$ cat src/rtl/core/mtwg_pkg.sv
`default_nettype none

package mtwg_pkg;

	localparam int STATE_WORDS   = 624;
	localparam int MIDDLE_OFFSET = 397;
	localparam int SPLIT_BIT     = 31;

	localparam int ADDR_W = $clog2(STATE_WORDS);
	localparam int IDX_W  = $clog2(STATE_WORDS + 1);

	localparam int PARTNER_INIT = MIDDLE_OFFSET % STATE_WORDS;

	localparam logic [31:0] FILL_MULT = 32'd29943829;
	localparam logic [31:0] LOW_MASK  = (32'd1 << SPLIT_BIT) - 32'd1;
	localparam logic [31:0] HIGH_MASK = ~LOW_MASK;

	localparam logic [31:0] TWIST_MATRIX_RST  = 32'h9908B0DF;
	localparam logic [31:0] TEMPER_MASK_B_RST = 32'h9D2C5680;
	localparam logic [31:0] TEMPER_MASK_C_RST = 32'hEFC60000;

	localparam int CFG_IDX_W = 2;
	localparam logic [CFG_IDX_W-1:0] CFG_TWIST_MATRIX  = 2'd0;
	localparam logic [CFG_IDX_W-1:0] CFG_TEMPER_MASK_B = 2'd1;
	localparam logic [CFG_IDX_W-1:0] CFG_TEMPER_MASK_C = 2'd2;

	localparam logic OP_SEED = 1'b0;
	localparam logic OP_DRAW = 1'b1;

	typedef struct packed {
		logic [31:0] twist_matrix;
		logic [31:0] temper_mask_b;
		logic [31:0] temper_mask_c;
	} cfg_regs_t;

	typedef enum logic [2:0] {
		UOP_FILL   = 3'b001,
		UOP_TWIST  = 3'b010,
		UOP_TEMPER = 3'b100
	} unit_op_t;

endpackage

`default_nettype wire

$ cat src/rtl/core/mtwg_unit.sv
`default_nettype none

module mtwg_unit
	import mtwg_pkg::*;
(
	input  wire unit_op_t    op,
	input  wire cfg_regs_t   cfg,
	input  wire logic [31:0] a,
	input  wire logic [31:0] b,
	input  wire logic [31:0] c,
	output      logic [31:0] res
);

	logic [31:0] fill_prod;
	logic [31:0] y_twist;
	logic [31:0] v_twist;
	logic [31:0] t1;
	logic [31:0] t2;
	logic [31:0] t3;
	logic [31:0] t4;

	// fill step: s * mult - 1, low 32 bits
	assign fill_prod = a * FILL_MULT;

	// twist: upper bits of this word, lower bits of the next one
	assign y_twist = (a & HIGH_MASK) | (b & LOW_MASK);
	assign v_twist = c ^ (y_twist >> 1) ^ (y_twist[0] ? cfg.twist_matrix : 32'd0);

	assign t1 = a  ^ (a >> 11);
	assign t2 = t1 ^ ((t1 << 7) & cfg.temper_mask_b);
	assign t3 = t2 ^ ((t2 << 15) & cfg.temper_mask_c);
	assign t4 = t3 ^ (t3 >> 18);

	always_comb begin
		unique case (op)
			UOP_FILL:   res = fill_prod - 32'd1;
			UOP_TWIST:  res = v_twist;
			UOP_TEMPER: res = t4;
			default:    res = 32'd0;
		endcase
	end

endmodule

`default_nettype wire

$ cat config.mk
export PLATFORM = sky130hd
export DESIGN_NAME = mtwg_unit
export DESIGN_NICKNAME = d
export VERILOG_FILES = /design/src/rtl/core/mtwg_pkg.sv /design/src/rtl/core/mtwg_unit.sv
export SDC_FILE = /design/constraint.sdc
export NUM_CORES = 1
export LEC_CHECK = 0
export BUFFER_PORTS_ARGS = -buffer_cell sky130_fd_sc_hd__clkbuf_2
export CAP_MARGIN = 30
export CORE_ASPECT_RATIO = 0.9
export CORE_MARGIN = 4
export CORE_UTILIZATION = 57
export DETAILED_ROUTE_END_ITERATION = 7
export GPL_ROUTABILITY_DRIVEN = 0
export PLACE_DENSITY = 0.95
export SYNTH_ARGS = -nofsm -noshare
export SYNTH_HDL_FRONTEND = slang
export SYNTH_SLANG_ARGS = --single-unit
$ cat constraint.sdc
create_clock -name vclk -period 11.3
set_input_delay 2.26 -clock vclk [all_inputs]
set_output_delay 2.26 -clock vclk [all_outputs]
set_load 0.01 [all_outputs]
# Yosys cells after proc, flatten, opt, wreduce, memory -nomap -nowiden
# Cells that the tools add are included.
# classes
addsub	1
mul	1
div	0
n_lt_le_gt_ge	0
n_eq_ne	3
shift	0
muxes	2
bitwise_logic	9
n_reduce_logical	0
# ops
cell	n
32-bit one-hot mux with 3 select lines	1
32-bit XOR	3
32-bit bitwise AND	2
32-bit by 25-bit multiplier with 32-bit output (second input constant)	1
32-bit two-way mux	1
32-bit by 31-bit OR with 32-bit output	1
32-bit by 1-bit subtractor with 32-bit output (second input constant)	1
32-bit by 14-bit XOR with 32-bit output	1
32-bit by 21-bit XOR with 32-bit output	1
32-bit by 31-bit XOR with 32-bit output	1
3-bit by 1-bit == test with 1-bit output (second input constant)	1
3-bit by 2-bit == test with 1-bit output (second input constant)	1
3-bit == test (second input constant)	1
# word_totals
ff_bits	0
latchBits	0
ramBits	0
mem_bits_ro	0
inputBits	195
elab_cells	16
mem_count	0

# Depth between registers and ports, before layout
# depth
ltp_word	7
depth_mapped	24
ltp_nobuf	24

# Worst setup path before layout
# Ideal clock, no wire load.
# synth_timing
path_kind	in2out
startpoint	input a[8]
endpoint	output res[28]
arrival_time_ns	7.250
path_slack_ns	1.790
stages	22
path_cell_list	ha_1 > inv_1 > fa_1 > inv_1 > ha_1 > inv_1 > fa_1 > inv_1 > fa_1 > fa_1 > inv_1 > fa_1 > inv_1 > ha_1 > and3_1 > and2_1 > nand2_1 > o31a_1 > o311ai_2 > nor2_1 > xor2_1 > o221ai_1
# synth_via
elab_chain_len	3
# synth_lines
item	line_no	source
from (decl)	mtwg_unit.sv:8	input wire logic [31:0] a,
32-bit by 25-bit multiplier with 32-bit output	mtwg_unit.sv:23	assign fill_prod = a * FILL_MULT;
32-bit by 1-bit subtractor with 32-bit output	mtwg_unit.sv:36	UOP_FILL: res = fill_prod - 32'd1;
32-bit one-hot mux with 3 select lines	mtwg_unit.sv:35	unique case (op)
to (decl)	mtwg_unit.sv:11	output logic [31:0] res
# No other way between the ends.

# Worst setup path after layout
# Same ends and word-level chain as after synthesis.

==> results by group <==
Outcome
  – Status: complete, no violations

Hold path
  – Hold_sp: c[31]
  – HP Class: in2out

Floorplanning
  – Num rows: 43
  – Die Width: 142 um
  – Die H: 128 um
  – Starting Density: 58.8%
  – I/O pins: 227
  – Core area: 15600 um^2
  – Die area: 18200 um^2

Placed design
  – Pre-CTS setup slack: 0.822 ns
  – # port buffers: 204
  – Cells after DPL: 1418
  – Post-DP HPWL: 27.9 mm

Setup path
  – Worst EP arrival: 8.35 ns
  – Setup crit end: res[28]
  – WS Path Type: in2out
  – Critical-path top delay cell: fa_1
  – Worst setup SP type: primary input
  – Crit-path cells: clkbuf_2 -> ha_1 -> inv_1 -> fa_1 -> inv_1 -> ha_1 -> inv_1 -> fa_1 -> inv_1 -> fa_1 -> fa_1 -> inv_1 -> fa_1 -> inv_1 -> ha_1 -> and3_1 -> and2_1 -> nand2_1 -> o31a_1 -> o311ai_2 -> nor2_1 -> xor2_1 -> o221ai_1 -> clkbuf_2
  – Crit path largest cell delay: 0.55 ns
  – CP Capture Type: primary output
  – Req. time, crit path: 9.04 ns
  – CP dominant cell by count: inv_1
  – CP Max Fanout: 8
  – CP startpoint: a[8]

Global routing
  – GR Util All Layers: 34.5%
  – Vias in the first global route: 9235
  – Grt ovf: 0
  – First-pass GRT wire length: 48.5 mm
  – Largest net degree at the start of global routing: 33
  – Initial antenna violation count: 0

Clock network
  – Post-CTS Setup Inserts: 0
  – Post-CTS sizing: 0
  – Hold-fix buffers at CTS: 0

Timing
  – Final-report hold violation count: 0
  – Min cycle time layout: 10.61 ns
  – Fmax: 94.2 MHz
  – Slew headroom: 30.9%
  – Setup TNS: 0 ns
  – Final worst-path cycle share: 93.9%
  – Worst slew pin tran: 1.04 ns
  – Hold_ws: 5.00 ns
  – Unrepaired setup endpoints after global routing: false
  – Final WS setup: 0.685 ns
  – Final setup viols: 0
  – Fin. max-slew vios: 0

Logic synthesis
  – Synth area leaders: fa_1 (30%), ha_1 (26%), xnor2_1 (9.7%)
  – Top-count cell post-synth: inv_1
  – Post-Syn Instances: 1019
  – Syn Area/Cell: 9.00 um^2
  – Post-Syn Nets: 1541
  – Synth top cells by count: inv_1 (214), ha_1 (188), fa_1 (139)
  – Synth Area in Adders: 56.0%
  – Post-Syn Area: 9170 um^2
  – Yosys cell types: 46
  – Largest family of logic cells by synthesized area: adder cells
  – Yosys top cell by area: fa_1
  – XOR/XNOR Fraction of Synth Area: 18.4%
  – Mux cell area share after synthesis: 0%
  – Compound-cell area share of the yosys netlist: 9.06%
  – Post-synthesis simple-gate area fraction: 7.34%
  – Sequential element share of the synthesized area: 0%
  – YS warnings: 0
  – Post-synth top area share: 30.3%

Finish
  – Post-layout net count: 1740
  – Sequential cell count: 0
  – N_diodes: 0
  – Proportion of layout cells with a drive suffix above 1: 18.0%
  – Fill cells: 1089
  – Layout Cells excl Fill: 1418
  – Storage element area: 0 um^2
  – Area growth from synthesis to layout: 13.8%
  – CLK BUF: 0

Routing
  – Pre-antenna DRT Iters: 6
  – DR iter-0 viols: 1137
  – Avg Vias per Cell: 5.98
  – WL final: 31.6 mm
  – DRC Markers: 0
  – Vias: 8475
  – Final ANT Viol Nets: 0
  – Drt wl/cell: 22.3 um

Run
  – Maxcap violations: 0
-- cell usage in the layout (no fill, tap or decap), types with 18 or more instances in the layout --
cell type	netlist	layout
ha_1	188	188
fa_1	139	139
a21oi_1	21	21
o21ai_0	18	18
clkbuf_2	0	204
nand2_1	105	105
xnor2_1	102	102
xor2_1	91	91
inv_1	214	214
o221ai_1	19	19
-- per-stage QoR --
step / utilization [%] / cell area (um^2)
finish: 66.9 / 10400
global route: 66.9 / 10400
CTS: 66.9 / 10400
detailed placement: 66.9 / 10400
global placement: 66.9 / 10400
floorplan: - / 9170
-- worst min-delay path by stage --
stage / slack [ns] / end / depth (start not counted)
4_1_cts: 4.99 / res[31] / 5
5_1_grt: 5.03 / res[31] / 5
3_3_place_gp: 4.99 / res[31] / 5
3_5_place_dp: 4.99 / res[31] / 5
6_report: 5.00 / res[31] / 5
2_1_floorplan: 4.66 / res[0] / 1
-- cells by family after synthesis --
kind of cell | after synthesis
AO/OA/AOI/OAI | 117
XOR/XNOR | 193
adder cells (fa/ha/maj) | 327
buffers and inverters | 225
AND/OR/NAND/NOR | 157
-- critical path: cells and delay by family --
kind                       cells  cell delay [ns]
adders and majority gates      8             3.66
AOI/OAI and AO/OA              3             0.87
buffers and inverters          8             0.82
and+or+nand+nor                4             0.59
xor gates and xnor gates       1             0.15
-- area by class of cell --
class / count / area (um^2) / share of cell area, %
inverter: 214 / 803 / 7.70
tap: 202 / 253 / 2.42
multi-input combinational: 794 / 8330 / 79.8
timing repair buffer: 208 / 1050 / 10.1
-- routing by layer --
metal | up-vias | global-route usage, % | share of wire (%)
met5 | - | 0 | 0
met4 | 0 | 16.0 | 6.2
met3 | 153 | 9.74 | 13
met2 | 676 | 58.3 | 46
met1 | 3996 | 40.9 | 34
li1 | 3650 | - | -
Power is not shown: default switching activity piles up to over one toggle a cycle in this logic, so the estimate is an artifact.
